## config.mk

```make
export PLATFORM = sky130hd
export DESIGN_NAME = uart_fractional_baud_search
export DESIGN_NICKNAME = d
export VERILOG_FILES = /design/src/rtl/ufbs_pkg.sv /design/src/rtl/ufbs_div.sv /design/src/rtl/ufbs_dp.sv /design/src/rtl/ufbs_ctrl.sv /design/src/rtl/uart_fractional_baud_search.sv
export SDC_FILE = /design/constraint.sdc
export NUM_CORES = 1
export LEC_CHECK = 0
export BUFFER_PORTS_ARGS = -buffer_cell sky130_fd_sc_hd__clkbuf_2
export CORE_MARGIN = 4
export CORE_UTILIZATION = 55
export DETAILED_ROUTE_END_ITERATION = 8
export PLACE_DENSITY = 0.85
export RECOVER_POWER = 100
export SLEW_MARGIN = 25
export SYNTH_ARGS = -nofsm -noshare
export SYNTH_HDL_FRONTEND = slang
export SYNTH_SLANG_ARGS = --single-unit
```

## constraint.sdc

```tcl
create_clock -name clk -period 5.2 [get_ports clk]
set_input_delay 0.78 -clock clk [delete_from_list [all_inputs] [get_ports clk]]
set_output_delay 0.78 -clock clk [all_outputs]
set_load 0.01 [all_outputs]
```

## src/rtl/ufbs_pkg.sv

```systemverilog
// Package for the UART fractional baud search block.
// Holds widths, constants, register indexes and the controller/datapath structs.
`timescale 1ns / 1ps

package ufbs_pkg;

  localparam int BAUD_W  = 22;
  localparam int CLK_W   = 28;
  localparam int PCT_W   = 7;
  localparam int DVD_W   = 29;
  localparam int DVS_W   = 22;
  localparam int CNT_W   = 5;
  localparam int LIM_W   = 29;
  localparam int ERR_W   = 17;
  localparam int LATCH_W = 16;
  localparam int NIB_W   = 4;
  localparam int BASE_SHIFT = 6;

  localparam logic [CNT_W-1:0]   DIV_LAST  = CNT_W'(DVD_W - 1);
  localparam logic [ERR_W-1:0]   ERR_NONE  = ERR_W'(100000);
  localparam logic [PCT_W-1:0]   PCT_SCALE = PCT_W'(100);
  localparam logic [BAUD_W-1:0]  DIV_MIN   = BAUD_W'(3);
  localparam logic [NIB_W-1:0]   MUL_MAX   = NIB_W'(15);
  localparam logic [NIB_W-1:0]   ADD_MAX   = NIB_W'(15);
  localparam logic [NIB_W-1:0]   MUL_FIRST = NIB_W'(1);
  localparam logic [NIB_W-1:0]   ADD_FIRST = NIB_W'(0);

  localparam logic [CLK_W-1:0]   CORE_CLK_RST = CLK_W'(100000000);
  localparam logic [PCT_W-1:0]   ACC_ERR_RST  = PCT_W'(3);

  localparam int CFG_IDX_W = 1;
  localparam logic [CFG_IDX_W-1:0] CFG_CORE_CLK = 1'b0;
  localparam logic [CFG_IDX_W-1:0] CFG_ACC_ERR  = 1'b1;

  typedef enum logic [1:0] {
    OP_SCALE = 2'd0,
    OP_DV    = 2'd1,
    OP_RATE  = 2'd2
  } op_t;

  typedef struct packed {
    logic load;
    logic start;
    logic cap;
    logic eval;
    logic next;
    logic out_load;
    op_t  op;
  } cmd_t;

  typedef struct packed {
    logic div_done;
    logic baud_zero;
    logic dv_ok;
    logic zero_hit;
    logic last_pair;
  } stat_t;

endpackage

```

## src/rtl/ufbs_div.sv

```systemverilog
// Restoring serial divider, one quotient bit per cycle.
// Depends on ufbs_pkg for widths.
`timescale 1ns / 1ps

module ufbs_div
  import ufbs_pkg::*;
(
  input  logic             clk,
  input  logic             rst_n,
  input  logic             start,
  input  logic [DVD_W-1:0] dividend,
  input  logic [DVS_W-1:0] divisor,
  output logic             done,
  output logic [DVD_W-1:0] quotient,
  output logic [DVS_W-1:0] remainder
);

  logic [DVD_W-1:0] q_r, q_nxt;
  logic [DVS_W-1:0] rem_r, rem_nxt;
  logic [DVS_W-1:0] d_r, d_nxt;
  logic [CNT_W-1:0] cnt_r, cnt_nxt;
  logic             busy_r, busy_nxt;
  logic             done_r, done_nxt;
  logic [DVS_W:0]   trial;
  logic [DVS_W:0]   diff;

  assign trial = {rem_r, q_r[DVD_W-1]};
  assign diff  = trial - {1'b0, d_r};

  always_comb begin
    q_nxt    = q_r;
    rem_nxt  = rem_r;
    d_nxt    = d_r;
    cnt_nxt  = cnt_r;
    busy_nxt = busy_r;
    done_nxt = 1'b0;
    if (start) begin
      q_nxt    = dividend;
      rem_nxt  = '0;
      d_nxt    = divisor;
      cnt_nxt  = '0;
      busy_nxt = 1'b1;
    end else if (busy_r) begin
      if (trial >= {1'b0, d_r}) begin
        rem_nxt = diff[DVS_W-1:0];
        q_nxt   = {q_r[DVD_W-2:0], 1'b1};
      end else begin
        rem_nxt = trial[DVS_W-1:0];
        q_nxt   = {q_r[DVD_W-2:0], 1'b0};
      end
      cnt_nxt = cnt_r + CNT_W'(1);
      if (cnt_r == DIV_LAST) begin
        busy_nxt = 1'b0;
        done_nxt = 1'b1;
      end
    end
  end

  always_ff @(posedge clk) begin
    if (!rst_n) begin
      busy_r <= 1'b0;
      done_r <= 1'b0;
      cnt_r  <= '0;
    end else begin
      busy_r <= busy_nxt;
      done_r <= done_nxt;
      cnt_r  <= cnt_nxt;
    end
    q_r   <= q_nxt;
    rem_r <= rem_nxt;
    d_r   <= d_nxt;
  end

  assign done      = done_r;
  assign quotient  = q_r;
  assign remainder = rem_r;

endmodule

```

## src/rtl/ufbs_dp.sv

```systemverilog
// Datapath of the baud search: candidate pair, operands, best setting, result.
// Depends on ufbs_pkg and the shared serial divider ufbs_div.
`timescale 1ns / 1ps

module ufbs_dp
  import ufbs_pkg::*;
(
  input  logic                clk,
  input  logic                rst_n,
  input  cmd_t                cmd,
  output stat_t               stat,
  input  logic [BAUD_W-1:0]   in_baud,
  input  logic [CLK_W-1:0]    core_clock_hz,
  input  logic [PCT_W-1:0]    acc_err_pct,
  output logic                res_success,
  output logic [LATCH_W-1:0]  res_div,
  output logic [NIB_W-1:0]    res_mul,
  output logic [NIB_W-1:0]    res_add,
  output logic [ERR_W-1:0]    res_err
);

  logic [BAUD_W-1:0]  baud_r;
  logic [LIM_W-1:0]   limit_r;
  logic [NIB_W-1:0]   mul_r, add_r;
  logic [BAUD_W-1:0]  scaled_r;
  logic [LATCH_W-1:0] dv_r;
  logic [BAUD_W-1:0]  rate_r;
  logic [ERR_W-1:0]   best_err_r;
  logic [LATCH_W-1:0] best_div_r;
  logic [NIB_W-1:0]   best_mul_r, best_add_r;

  logic [BAUD_W-1:0]  base;
  logic [DVD_W-1:0]   dividend;
  logic [DVS_W-1:0]   divisor;
  logic               div_done;
  logic [DVD_W-1:0]   quot;
  logic [DVS_W-1:0]   rem;
  logic [BAUD_W-1:0]  dv_full;
  logic [BAUD_W-1:0]  err;
  logic               better;
  logic               last_pair;

  assign base = core_clock_hz[CLK_W-1:BASE_SHIFT];

  always_comb begin
    case (cmd.op)
      OP_SCALE: begin
        dividend = DVD_W'(mul_r) * DVD_W'(base);
        divisor  = DVS_W'({1'b0, mul_r} + {1'b0, add_r});
      end
      OP_DV: begin
        dividend = DVD_W'(scaled_r);
        divisor  = baud_r;
      end
      OP_RATE: begin
        dividend = DVD_W'(scaled_r);
        divisor  = DVS_W'(dv_r);
      end
      default: begin
        dividend = DVD_W'(scaled_r);
        divisor  = baud_r;
      end
    endcase
  end

  ufbs_div u_div (
    .clk       (clk),
    .rst_n     (rst_n),
    .start     (cmd.start),
    .dividend  (dividend),
    .divisor   (divisor),
    .done      (div_done),
    .quotient  (quot),
    .remainder (rem)
  );

  // round to nearest: bump when remainder exceeds half the rate
  assign dv_full = quot[BAUD_W-1:0]
                 + BAUD_W'(rem > {1'b0, baud_r[BAUD_W-1:1]});

  assign err       = (rate_r <= baud_r) ? (baud_r - rate_r) : (rate_r - baud_r);
  assign better    = err < BAUD_W'(best_err_r);
  assign last_pair = (mul_r == MUL_MAX) && (add_r == ADD_MAX);

  assign stat.div_done  = div_done;
  assign stat.baud_zero = (baud_r == '0);
  assign stat.dv_ok     = (dv_full >= DIV_MIN) && (dv_full[BAUD_W-1:LATCH_W] == '0);
  assign stat.zero_hit  = better && (err == '0);
  assign stat.last_pair = last_pair;

  always_ff @(posedge clk) begin
    if (cmd.load) begin
      baud_r     <= in_baud;
      limit_r    <= LIM_W'(in_baud) * LIM_W'(acc_err_pct);
      mul_r      <= MUL_FIRST;
      add_r      <= ADD_FIRST;
      best_err_r <= ERR_NONE;
      best_div_r <= '0;
      best_mul_r <= MUL_FIRST;
      best_add_r <= ADD_FIRST;
    end else begin
      if (cmd.cap) begin
        case (cmd.op)
          OP_SCALE: scaled_r <= quot[BAUD_W-1:0];
          OP_DV:    dv_r     <= dv_full[LATCH_W-1:0];
          OP_RATE:  rate_r   <= quot[BAUD_W-1:0];
          default:  rate_r   <= quot[BAUD_W-1:0];
        endcase
      end
      if (cmd.eval && better) begin
        best_err_r <= err[ERR_W-1:0];
        best_div_r <= dv_r;
        best_mul_r <= mul_r;
        best_add_r <= add_r;
      end
      if (cmd.next) begin
        if (add_r == ADD_MAX) begin
          add_r <= ADD_FIRST;
          mul_r <= mul_r + NIB_W'(1);
        end else begin
          add_r <= add_r + NIB_W'(1);
        end
      end
    end
    // error below baud * percent / 100 (truncated) holds when (error + 1) * 100 fits under baud * percent
    if (cmd.out_load) begin
      res_success <= (best_div_r != '0)
                  && ((LIM_W'(best_err_r) + LIM_W'(1)) * LIM_W'(PCT_SCALE) <= limit_r);
      res_div     <= best_div_r;
      res_mul     <= best_mul_r;
      res_add     <= best_add_r;
      res_err     <= best_err_r;
    end
  end

endmodule

```

## src/rtl/ufbs_ctrl.sv

```systemverilog
// Sequencer of the baud search: issues divider operations and pair steps.
// Depends on ufbs_pkg for the command and status structs.
`timescale 1ns / 1ps

module ufbs_ctrl
  import ufbs_pkg::*;
(
  input  logic  clk,
  input  logic  rst_n,
  input  logic  in_valid,
  output logic  in_ready,
  output logic  out_valid,
  input  logic  out_ready,
  input  stat_t stat,
  output cmd_t  cmd
);

  typedef enum logic [8:0] {
    S_IDLE    = 9'b000000001,
    S_SCL_GO  = 9'b000000010,
    S_SCL_W   = 9'b000000100,
    S_DV_GO   = 9'b000001000,
    S_DV_W    = 9'b000010000,
    S_RATE_GO = 9'b000100000,
    S_RATE_W  = 9'b001000000,
    S_EVAL    = 9'b010000000,
    S_FIN     = 9'b100000000
  } state_t;

  state_t state_r, state_nxt;
  logic   out_valid_r, out_valid_nxt;

  always_comb begin
    state_nxt    = state_r;
    cmd          = '0;
    cmd.op       = OP_SCALE;
    in_ready     = 1'b0;
    out_valid_nxt = out_valid_r && !out_ready;
    case (state_r)
      S_IDLE: begin
        in_ready = 1'b1;
        if (in_valid) begin
          cmd.load  = 1'b1;
          state_nxt = S_SCL_GO;
        end
      end
      S_SCL_GO: begin
        cmd.op = OP_SCALE;
        if (stat.baud_zero) begin
          state_nxt = S_FIN;
        end else begin
          cmd.start = 1'b1;
          state_nxt = S_SCL_W;
        end
      end
      S_SCL_W: begin
        cmd.op  = OP_SCALE;
        cmd.cap = stat.div_done;
        if (stat.div_done) begin
          state_nxt = S_DV_GO;
        end
      end
      S_DV_GO: begin
        cmd.op    = OP_DV;
        cmd.start = 1'b1;
        state_nxt = S_DV_W;
      end
      S_DV_W: begin
        cmd.op  = OP_DV;
        cmd.cap = stat.div_done;
        if (stat.div_done) begin
          if (stat.dv_ok) begin
            state_nxt = S_RATE_GO;
          end else begin
            cmd.next  = 1'b1;
            state_nxt = stat.last_pair ? S_FIN : S_SCL_GO;
          end
        end
      end
      S_RATE_GO: begin
        cmd.op    = OP_RATE;
        cmd.start = 1'b1;
        state_nxt = S_RATE_W;
      end
      S_RATE_W: begin
        cmd.op  = OP_RATE;
        cmd.cap = stat.div_done;
        if (stat.div_done) begin
          state_nxt = S_EVAL;
        end
      end
      S_EVAL: begin
        cmd.eval  = 1'b1;
        cmd.next  = 1'b1;
        state_nxt = (stat.zero_hit || stat.last_pair) ? S_FIN : S_SCL_GO;
      end
      S_FIN: begin
        if (!out_valid_r || out_ready) begin
          cmd.out_load  = 1'b1;
          out_valid_nxt = 1'b1;
          state_nxt     = S_IDLE;
        end
      end
      default: begin
        state_nxt = S_IDLE;
      end
    endcase
  end

  always_ff @(posedge clk) begin
    if (!rst_n) begin
      state_r     <= S_IDLE;
      out_valid_r <= 1'b0;
    end else begin
      state_r     <= state_nxt;
      out_valid_r <= out_valid_nxt;
    end
  end

  assign out_valid = out_valid_r;

endmodule

```

## src/rtl/uart_fractional_baud_search.sv

```systemverilog
// Top level of the UART fractional baud-rate divider search.
// Depends on ufbs_pkg, ufbs_ctrl, ufbs_dp and ufbs_div.
//
// Usage:
//   Write core_clock_hz (index 0) and accepted_error_percent (index 1) on the
//   cfg_ port while no request is in flight. A request carries in_requested_baud
//   over a valid/ready channel; in_ready is high only while the search is idle.
//   The search walks multiplier 1..15 and add value 0..15, stopping early at
//   zero error. Each pair runs up to three serial divisions on one shared
//   divider, each a start, 29 quotient bits and a capture, plus an
//   evaluation step; only two divisions and no evaluation run when the
//   divisor is out of range. At worst all 240 pairs are walked; a zero rate
//   goes straight to the result. A new request is taken only once the search
//   is idle again; the divider, one quotient bit per cycle, sets the pace.
//   The result sits in an output register with out_valid; a new request is
//   taken while it waits. If the receiver stalls, the next finished result
//   holds in the search until the output register is taken.
//   Reset (rst_n low, synchronous) returns the sequencer to idle, drops any
//   pending result and restores the register reset values.
`timescale 1ns / 1ps

module uart_fractional_baud_search
  import ufbs_pkg::*;
(
  input  logic                 clk,
  input  logic                 rst_n,
  input  logic                 cfg_we,
  input  logic [CFG_IDX_W-1:0] cfg_index,
  input  logic [CLK_W-1:0]     cfg_data,
  input  logic                 in_valid,
  output logic                 in_ready,
  input  logic [BAUD_W-1:0]    in_requested_baud,
  output logic                 out_valid,
  input  logic                 out_ready,
  output logic                 out_success,
  output logic [LATCH_W-1:0]   out_divisor_latch,
  output logic [NIB_W-1:0]     out_mul_val,
  output logic [NIB_W-1:0]     out_div_add_val,
  output logic [2*NIB_W-1:0]   out_fraction_byte,
  output logic [ERR_W-1:0]     out_baud_error
);

  logic [CLK_W-1:0] core_clock_r;
  logic [PCT_W-1:0] acc_err_r;
  cmd_t             cmd;
  stat_t            stat;

  always_ff @(posedge clk) begin
    if (!rst_n) begin
      core_clock_r <= CORE_CLK_RST;
      acc_err_r    <= ACC_ERR_RST;
    end else if (cfg_we) begin
      case (cfg_index)
        CFG_CORE_CLK: core_clock_r <= cfg_data;
        CFG_ACC_ERR:  acc_err_r    <= cfg_data[PCT_W-1:0];
        default:      acc_err_r    <= acc_err_r;
      endcase
    end
  end

  ufbs_ctrl u_ctrl (
    .clk       (clk),
    .rst_n     (rst_n),
    .in_valid  (in_valid),
    .in_ready  (in_ready),
    .out_valid (out_valid),
    .out_ready (out_ready),
    .stat      (stat),
    .cmd       (cmd)
  );

  ufbs_dp u_dp (
    .clk           (clk),
    .rst_n         (rst_n),
    .cmd           (cmd),
    .stat          (stat),
    .in_baud       (in_requested_baud),
    .core_clock_hz (core_clock_r),
    .acc_err_pct   (acc_err_r),
    .res_success   (out_success),
    .res_div       (out_divisor_latch),
    .res_mul       (out_mul_val),
    .res_add       (out_div_add_val),
    .res_err       (out_baud_error)
  );

  assign out_fraction_byte = {out_mul_val, out_div_add_val};

endmodule

```

After elaboration in Yosys (flattened, before gate mapping)
Cells that the tools add are included.
Word-level totals
  input port bits: 56
  register bits: 327
  word-level logic and storage cells: 135
Cells by class
  reduce and logical (&&, ||, !) cells: 30
  $lt $le $gt $ge: 6
  multiply operators: 3
  bitwise gates (word level): 5
  equal/unequal tests: 19
  muxes and demuxes: 37
  add/sub/neg operators: 9
Operators with widths (count)
  $mux 9: 9
  $pmux 9 s9: 1
  $sub 22x22->22: 3
  $mux 29: 2
  $logic_not 22->1: 2
  $mux 22: 2
  $pmux 22 s2: 1
  $le 29x29->1: 1
  $mul 22x7->29: 1
  $mul 29x5->27 const B: 1
  $mul 4x22->26: 1
  $mux 26: 1
  $ge 23x22->1: 1
  $add 22x1->22: 1
  $ge 22x2->1 const B: 1
  $gt 22x21->1: 1
  $le 22x22->1: 1
  $lt 22x17->1: 1
  $add 17x1->18 const B: 1
  $mux 1: 17
  $reduce_bool 16->1: 1
  $reduce_or 2->1: 5
  $eq 9x1->1 const B: 1
  $eq 9x2->1 const B: 1
  30 further kinds: 52

Depth between registers and ports, before layout
Gate-level depths: netlist of the first run.
  word-level depth: 8
  depth in mapped cells: 29
  depth with buffers taken out: 28

Cells and area by module
Synthesis of the first run repeated with hierarchy kept, for this count alone.
Second synthesis, totals
  cell total of the unflattened synthesis: 2936
  area total of the unflattened synthesis: 27345.0 µm²
By module, submodules not included
  ufbs_dp: area each 20667.3 µm², times used 1, seq. area each 5575.3 µm², cells each 2272
  ufbs_div: area each 4439.3 µm², times used 1, seq. area each 2112.0 µm², cells each 413
  uart_fractional_baud_search: area each 1475.2 µm², times used 1, seq. area each 700.7 µm², cells each 157
  ufbs_ctrl: area each 763.2 µm², times used 1, seq. area each 200.2 µm², cells each 94

Worst setup path after synthesis of the first run
OpenSTA, ideal clock, no wires.
  path type: input-to-reg
  start: in in_requested_baud[3]
  end: reg u_dp.limit_r[28], data pin
  setup slack: -0.442 ns
  path buffers: 0
  stages on the path: 18
  setup time: 0.260 ns
  data arrival time: 5.382 ns
  path through: and2_1 fa_1 inv_1 fa_1 fa_1 inv_1 fa_1 ha_1 or3_1 or2_2 o211a_1 o21ai_1 a31oi_1 a41o_1 or4_1 a31oi_1 o21bai_1 xnor2_1
Between the ends
  longest elaborated chain between the ends: 1
Ends and longest elaborated chain
  start: declaration: RTL line uart_fractional_baud_search.sv:32  | input logic [BAUD_W-1:0] in_requested_baud,
  $mul 22x7->29: RTL line ufbs_dp.sv:94  | limit_r <= LIM_W'(in_baud) * LIM_W'(acc_err_pct);
  end signal: assignment: RTL line ufbs_dp.sv:94
  end: declaration: RTL line ufbs_dp.sv:23  | logic [LIM_W-1:0] limit_r;
Every way passes these cells.
A chain may end at the register's enable or synchronous reset.

Final worst setup path of the first run
  start: reg u_dp.best_err_r[1]
  end: reg u_dp.res_success, data pin
Between the ends
  longest elaborated chain between the ends: 4
Ends and longest elaborated chain
  start: declaration: RTL line ufbs_dp.sv:28  | logic [ERR_W-1:0] best_err_r;
  start signal: assignment: RTL line ufbs_dp.sv:111  | best_err_r <= err[ERR_W-1:0];
  $add 17x1->18: RTL line ufbs_dp.sv:128  | && ((LIM_W'(best_err_r) + LIM_W'(1)) * LIM_W'(PCT_SCALE) <= limit_r);
  $mul 29x5->27: RTL line ufbs_dp.sv:128
  $le 29x29->1: RTL line ufbs_dp.sv:128
  $logic_and 1x1->1: RTL line ufbs_dp.sv:128
  end signal: assignment: RTL line ufbs_dp.sv:127  | res_success <= (best_div_r != '0)
  end: declaration: RTL line ufbs_dp.sv:15  | output logic res_success,
Every way passes these cells.

==> results.json, run 1 <==
{
  "status": "finished, violations left",
  "failing_checks": "setup timing",
  "synth_seq_area_share_pct": 32.2,
  "hold_viol": 0,
  "cts.clk_slew.worst_paths_ns": 0.06,
  "drt_drc_violations_left": 0,
  "start_util_pct": 56.0,
  "fin_worst_skew_ns": 0.0230,
  "io_buffers": 107,
  "synthCells": 2845,
  "die-area_sq_mm": 0.0514,
  "nFillCells": 3269,
  "global_route.overflow_total": 0,
  "post_synth_and_or_nand_nor_area_fraction_pct": 16.5,
  "reg2reg_depth": 26,
  "fin_nets": 3713,
  "grt.met1_usage_pct": 37.9,
  "reg2reg_slack_ns": -0.44,
  "synth_top_family_by_area": "adder cells",
  "synth_compound_area_share_pct": 12.5,
  "crit_path_start_kind": "flip-flop",
  "detailedRoute.firstIterationViolations": 2117,
  "fin_ws_ns": -0.444,
  "timing.critical_path.to_type": "flip-flop",
  "vias_in_the_first_global_route": 22857,
  "cts_htree_levels": 2,
  "global_route.peak_usage_layer": "met2",
  "core_sq_mm": 0.0470,
  "die_w_microns": 227,
  "slew_headroom_pct": 29.2,
  "floorplan.rows": 79,
  "crit_type": "reg2reg",
  "worstReg2RegStart": "u_dp.best_err_r[1]",
  "postRouteAntennaNets": 0,
  "synth_cell_type_count": 82,
  "post_route_cells_drive_above_1_share_pct": 20.5,
  "groute.usage.overall_pct": 29.0,
  "wl_per_cell_microns": 20.2,
  "hold_class": "in2reg",
  "met2_usage_pct": 48.4,
  "synth-main-ff-cell": "edfxtp_1",
  "avgSynthCellArea_sq_um": 9.25,
  "hpwl_microns": 57200,
  "grt_start_max_net_pins": 93,
  "rsz0062_at_grt": "true",
  "crit-reg2reg-capture": "u_dp.res_success",
  "cp_data_arrival_time_ns": 6.06,
  "flow.area_growth_from_synthesis_pct": 22.5,
  "max_slew.worst_pin.slew_ns": 1.06,
  "placer_congestion_estimate": 0.954,
  "cts-root-buf": "clkbuf_16",
  "async_flop_share_pct": 0,
  "synth.mux.area_fraction_pct": 2.90,
  "tritoncts": "built",
  "cts_sinks": 321,
  "power.leakage_nw": 15.3,
  "dr.pass1.iters": 9,
  "yosysTopAreaCell": "edfxtp_1",
  "share_of_yosys_cell_area_claimed_by_the_top_area_cell_type_pct": 23.3,
  "report.final.slew_viol_count": 0,
  "critical_path.max_fanout": 4,
  "cts_max_path_buffers": 3,
  "pin_count": 108,
  "wl_microns": 78100,
  "vdd_ir_max_mv": 0.288,
  "dpl-instance-area_sq_mm": 0.0296,
  "critPathRequiredTime_ns": 5.62,
  "hold_start": "cfg_data[15]",
  "number_of_buffers_added_to_fix_hold_violations_after_cts": 0,
  "worst_hold_path.num_cells": 3,
  "insertion_delay_ns": 0.56,
  "fmaxAchievable_ghz": 0.177,
  "synth-seq-cells": 321,
  "global_route_wire_length_before_repair_microns": 119000,
  "min_to": "core_clock_r[15]",
  "fin_area_sq_mm": 0.0322,
  "die_height_microns": 227,
  "synth_top_cells_by_area": "edfxtp_1, ha_1, fa_1, dfxtp_1, nand2_1",
  "synth-xor-area-share_pct": 4.36,
  "antenna_found_initial": 1,
  "total_of_max_cap_violations": 0,
  "postLayoutCoreUtil_pct": 68.6,
  "final.min_clock_period_ns": 5.64,
  "gr-usage-met3_pct": 4.61,
  "vias": 22973,
  "finalSetupViolations": 13,
  "netlist_area_sq_mm": 0.0263,
  "synth-adder-area-share_pct": 24.8,
  "power_density_mw_per_mm2": 355,
  "cts_buffers": 38,
  "ys_warnings": 0,
  "synth_nets": 3328,
  "synth_enable_flop_cells": 204,
  "drt-vias-per-instance": 5.94,
  "fin_crit_sh_pct": 109
}
## worst max path at each step
stage               slack (ns)  cells after the start               end                  from
floorplan                -0.30                     18  u_dp.limit_r[28]  in_requested_baud[3]
global placement         -0.70                     19  u_dp.limit_r[28]  in_requested_baud[3]
detailed placement       -0.83                     20  u_dp.limit_r[25]  in_requested_baud[4]
CTS                      -0.39                     28  u_dp.res_success    u_dp.best_err_r[0]
global route             -0.71                     26  u_dp.res_success    u_dp.best_err_r[1]
finish                   -0.44                     26  u_dp.res_success    u_dp.best_err_r[1]
## metal layers
metal | vias up | routed length [microns]
met5 | - | 0
met4 | 0 | 4040
met3 | 281 | 6420
met2 | 1129 | 37100
met1 | 11058 | 30600
li1 | 10505 | -
## cells in the final DEF, fill, tap and decap left out, types with 9 or more instances in the layout
cell type / instances
ha_1: 249
o211ai_1: 11
clkbuf_2: 105
a211oi_1: 23
nand2b_1: 22
nand2_1: 352
a31oi_1: 11
mux2i_1: 63
xor2_1: 39
and3_1: 26
nor2_1: 180
a21oi_1: 146
or3_1: 9
nor4_1: 24
o21a_1: 37
and2_1: 68
a21o_1: 54
nor3_1: 33
inv_1: 343
buf_4: 310
ha_4: 16
edfxtp_1: 204
xnor2_1: 82
buf_6: 11
nand4_1: 38
dfxtp_1: 108
nand3_1: 68
a211o_1: 10
o21ai_0: 84
nor2b_1: 20
a21boi_0: 26
clkbuf_16: 43
fa_1: 154
o21bai_1: 11
clkbuf_1: 12
## stage by stage
stage	power, mW	setup WS, ns	hold WS, ns	setup TNS (ns)	cells
2_1_floorplan	6.52	-0.297	0.407	-0.519	2845
3_3_place_gp	8.08	-0.697	0.420	-11.56	3748
3_5_place_dp	8.29	-0.830	0.424	-16.66	3748
4_1_cts	11.1	-0.388	0.397	-1.04	3847
5_1_grt	12.1	-0.707	0.437	-4.70	3866
6_report	11.4	-0.444	0.423	-2.09	3867
## critical path, stage by stage (launching register included)
cell and delay, ns:
dfxtp_4 0.38, nand4_1 0.18, nor4_4 0.34, buf_4 0.17, nand2_4 0.07, nor4_4 0.32, xnor2_2 0.20, ha_1 0.29
ha_1 0.28, inv_1 0.05, fa_1 0.53, inv_1 0.05, ha_1 0.22, or3_4 0.38, a2111oi_4 0.22, nor3_2 0.08
a41o_1 0.23, nor2_2 0.12, xnor2_1 0.14, ha_1 0.29, a21oi_2 0.13, nor2b_1 0.05, o21ai_1 0.12, nand2b_1 0.10
a2111o_1 0.30, a31oi_1 0.14, o21a_1 0.12
## where the power goes
part	switching [mW]	internal [mW]	total [mW]
registers	0.348	3.19	3.53
logic	2.90	2.32	5.22
clock network	1.11	1.58	2.69
## what timing repair did
action                     in CTS  in global routing
cloned                          5                  4
setup endpoints to repair      57                 61
gates resized for setup        88                 88
setup buffers                  27                 18
pin swaps                      44                 63
## logic make-up (layout without fill, tap and decap cells)
group / Yosys count / count (layout)
xor+xnor: 131 / 131
simple gates: 925 / 925
flops: 321 / 321
buf+inv: 456 / 870
compound gates: 510 / 510
fa+ha+maj: 427 / 427
other cells: 0 / 1
mux: 75 / 75
## synth_stat cells (all sizes together), types with 40 or more instances
| master | instances |
|---|---|
| mux2i | 69 |
| ha | 271 |
| fa | 156 |
| nand3 | 73 |
| nor2 | 187 |
| inv | 347 |
| a21o | 54 |
| xnor2 | 91 |
| o21ai | 96 |
| clkbuf | 85 |
| xor2 | 40 |
| edfxtp | 204 |
| and2 | 72 |
| dfxtp | 117 |
| a21oi | 155 |
| nand2 | 361 |
## flip-flops by register name, summed over array words and instances (netlist names), 4 cells and up
register / flops
acc_err_r: 7
core_clock_r: 22
u_ctrl.state_r: 9
u_dp.add_r: 4
u_dp.baud_r: 22
u_dp.best_add_r: 4
u_dp.best_div_r: 16
u_dp.best_err_r: 17
u_dp.best_mul_r: 4
u_dp.dv_r: 16
u_dp.limit_r: 29
u_dp.mul_r: 4
u_dp.rate_r: 22
u_dp.res_add: 4
u_dp.res_div: 16
u_dp.res_err: 17
u_dp.res_mul: 4
u_dp.scaled_r: 22
u_dp.u_div.cnt_r: 5
u_dp.u_div.d_r: 22
u_dp.u_div.quotient: 29
u_dp.u_div.remainder: 22
## cell type report
class	instances	area (sq um)	area share [%]
multi-input combinational	2068	17000	52.6
sequential	321	8500	26.4
timing repair buffer	453	3450	10.7
inverter	348	1310	4.08
clock buffer	44	995	3.09
tap	607	759	2.36
clock inverter	25	244	0.757
antenna	1	2.50	0.00777
No activity file was read; power rests on OpenSTA's default activity.
==> run 2: changes to the inputs <==
--- a/config.mk
+++ b/config.mk
@@ -5,7 +5,8 @@
 export SDC_FILE = /design/constraint.sdc
 export NUM_CORES = 1
 export LEC_CHECK = 0
-export BUFFER_PORTS_ARGS = -buffer_cell sky130_fd_sc_hd__clkbuf_2
+export ABC_CLOCK_PERIOD_IN_PS = 5200
+export BUFFER_PORTS_ARGS = -buffer_cell sky130_fd_sc_hd__buf_2
 export CORE_MARGIN = 4
 export CORE_UTILIZATION = 55
 export DETAILED_ROUTE_END_ITERATION = 8
==> run 2 against run 1 <==
Effect of this change:
- the run still ends with setup timing left
- sequential cell count stayed put
- non-clock buffer count is 15 higher
- cell count is 0.34% higher
- die area stayed put
- combinational power is 2% higher
- critical path depth is 2 higher
- global-route usage hardly changed
- count of clock-buffer cells in the layout stayed put
- wire length is 1.8% higher
- design area is 1.0% higher
- utilization is 0.68 points higher
- sequential power hardly changed
- critical path type unchanged
- highest routed layer unchanged
==> results.json, run 2 (synthesized netlist as in run 1, its figures left out) <==
{
  "status": "finished, violations left",
  "failing_checks": "setup timing",
  "worst_path_largest_cell_delay_ns": 0.53,
  "drt_drc_violations_left": 0,
  "hold_viol": 0,
  "timing.critical_path.to_type": "flip-flop",
  "report.power.total_mw": 11.6,
  "most-common-layout-cells": "nand2_1, inv_1, buf_4",
  "tritoncts": "built",
  "postLayoutCoreUtil_pct": 69.3,
  "crit_type": "reg2reg",
  "core_sq_mm": 0.0470,
  "mostFrequentLayoutCell": "nand2_1",
  "finalSetupViolations": 15,
  "cts_htree_levels": 2,
  "critPathSlowestCell": "fa_1",
  "final.min_clock_period_ns": 5.90,
  "fin_ws_ns": -0.701,
  "rsz0062_at_grt": "true",
  "wl_per_cell_microns": 20.5,
  "die_height_microns": 227,
  "die_w_microns": 227,
  "vias_in_the_first_global_route": 23191,
  "max_slew.worst_pin.slew_ns": 1.04,
  "grt_start_max_net_pins": 51,
  "post_route_cells_drive_above_1_share_pct": 21.7,
  "cts_max_path_buffers": 3,
  "flow.area_growth_from_synthesis_pct": 23.7,
  "reg2reg_slack_ns": -0.70,
  "fmaxAchievable_ghz": 0.169,
  "detailedRoute.firstIterationViolations": 2266,
  "hold_class": "reg2reg",
  "vdd_ir_max_mv": 0.296,
  "drt-vias-per-instance": 5.96,
  "floorplan.rows": 79,
  "fin_worst_skew_ns": 0.0119,
  "insertion_delay_ns": 0.55,
  "postRouteAntennaNets": 0,
  "power.leakage_nw": 15.5,
  "dr.pass1.iters": 5,
  "report.final.slew_viol_count": 0,
  "critical_path.max_fanout": 4,
  "global_route_wire_length_before_repair_microns": 120000,
  "hpwl_microns": 57100,
  "antenna_cells": 0,
  "number_of_buffers_added_to_fix_hold_violations_after_cts": 0,
  "critPathRequiredTime_ns": 5.60,
  "total_of_max_cap_violations": 0,
  "antenna_found_initial": 0,
  "io_buffers": 107,
  "fin_crit_sh_pct": 113,
  "cts_buffers": 37,
  "cts_sinks": 321,
  "pin_count": 108,
  "die-area_sq_mm": 0.0514,
  "cp_data_arrival_time_ns": 6.30,
  "nFillCells": 3231,
  "slew_headroom_pct": 30.4,
  "vias": 23106,
  "fin_nets": 3727,
  "groute.usage.overall_pct": 29.1,
  "start_util_pct": 56.0,
  "placer_congestion_estimate": 0.954,
  "cts.clk_slew.worst_paths_ns": 0.07,
  "cts-root-buf": "clkbuf_16",
  "global_route.overflow_total": 0,
  "power_density_mw_per_mm2": 358,
  "whs_ns": 0.427,
  "wl_microns": 79500,
  "crit_path_start_kind": "flip-flop"
}
-- run 2: layer usage --
metal / track usage [%] / routed length (microns) / up-vias
met3: 5.05 / 6220 / 264
met2: 50.0 / 38400 / 1138
li1: - / - / 10531
met4: 11.2 / 3800 / 0
met1: 36.7 / 31200 / 11173
met5: 0 / 0 / -
-- run 2: final timing paths --
kind | start | endpoint | depth (start not counted)
worst max-delay path | u_dp.best_err_r[1] | u_dp.res_success | 28
worst min-delay path | u_dp.best_add_r[3] | u_dp.res_add[3] | 0
worst max register to register | u_dp.best_err_r[1] | u_dp.res_success | 28
worst min register to register | u_dp.best_add_r[3] | u_dp.res_add[3] | 0
-- run 2: per-stage QoR --
| step | cell area, sq um | setup TNS (ns) | setup slack [ns] | std cells |
|---|---|---|---|---|
| after floorplan | 26500 | -0.519 | -0.297 | 2845 |
| after global placement | 29500 | -8.76 | -0.696 | 3737 |
| after detailed placement | 29500 | -15.56 | -0.798 | 3737 |
| after CTS | 31600 | -0.731 | -0.439 | 3849 |
| after global routing | 32500 | -5.74 | -0.960 | 3880 |
| final | 32500 | -2.55 | -0.701 | 3880 |
-- run 2: final cells by class --
type	instances	area (sq um)	area share, %
Inverter	348	1310	4.03
Tap cell	607	759	2.33
Timing Repair Buffer	468	3550	10.9
Clock inverter	24	280	0.861
Sequential cell	321	8500	26.1
Multi-Input combinational cell	2068	17100	52.6
Clock buffer	44	1000	3.09
-- run 2: timing repair --
item                                    CTS  global route
endpoints found under the setup margin   58            61
resized for setup                        93           122
gates cloned                              2             6
buffers inserted                         47            31
pin swaps                                58            85
-- run 2: power by group --
group          total, mW  internal, mW  switching (mW)
logic               5.32          2.38            2.94
registers           3.55          3.19           0.367
clock network       2.77          1.68            1.09
total               11.6          7.26            4.39
-- run 2: critical path, delay by kind of cell, from the launching register on --
family	cells	cell delay [ns]
buffers and inverters	5	0.58
AND/OR/NAND/NOR	8	1.24
adder cells (fa/ha/maj)	5	1.60
XOR/XNOR	2	0.37
AO/OA/AOI/OAI	8	1.59
flip-flops	1	0.37
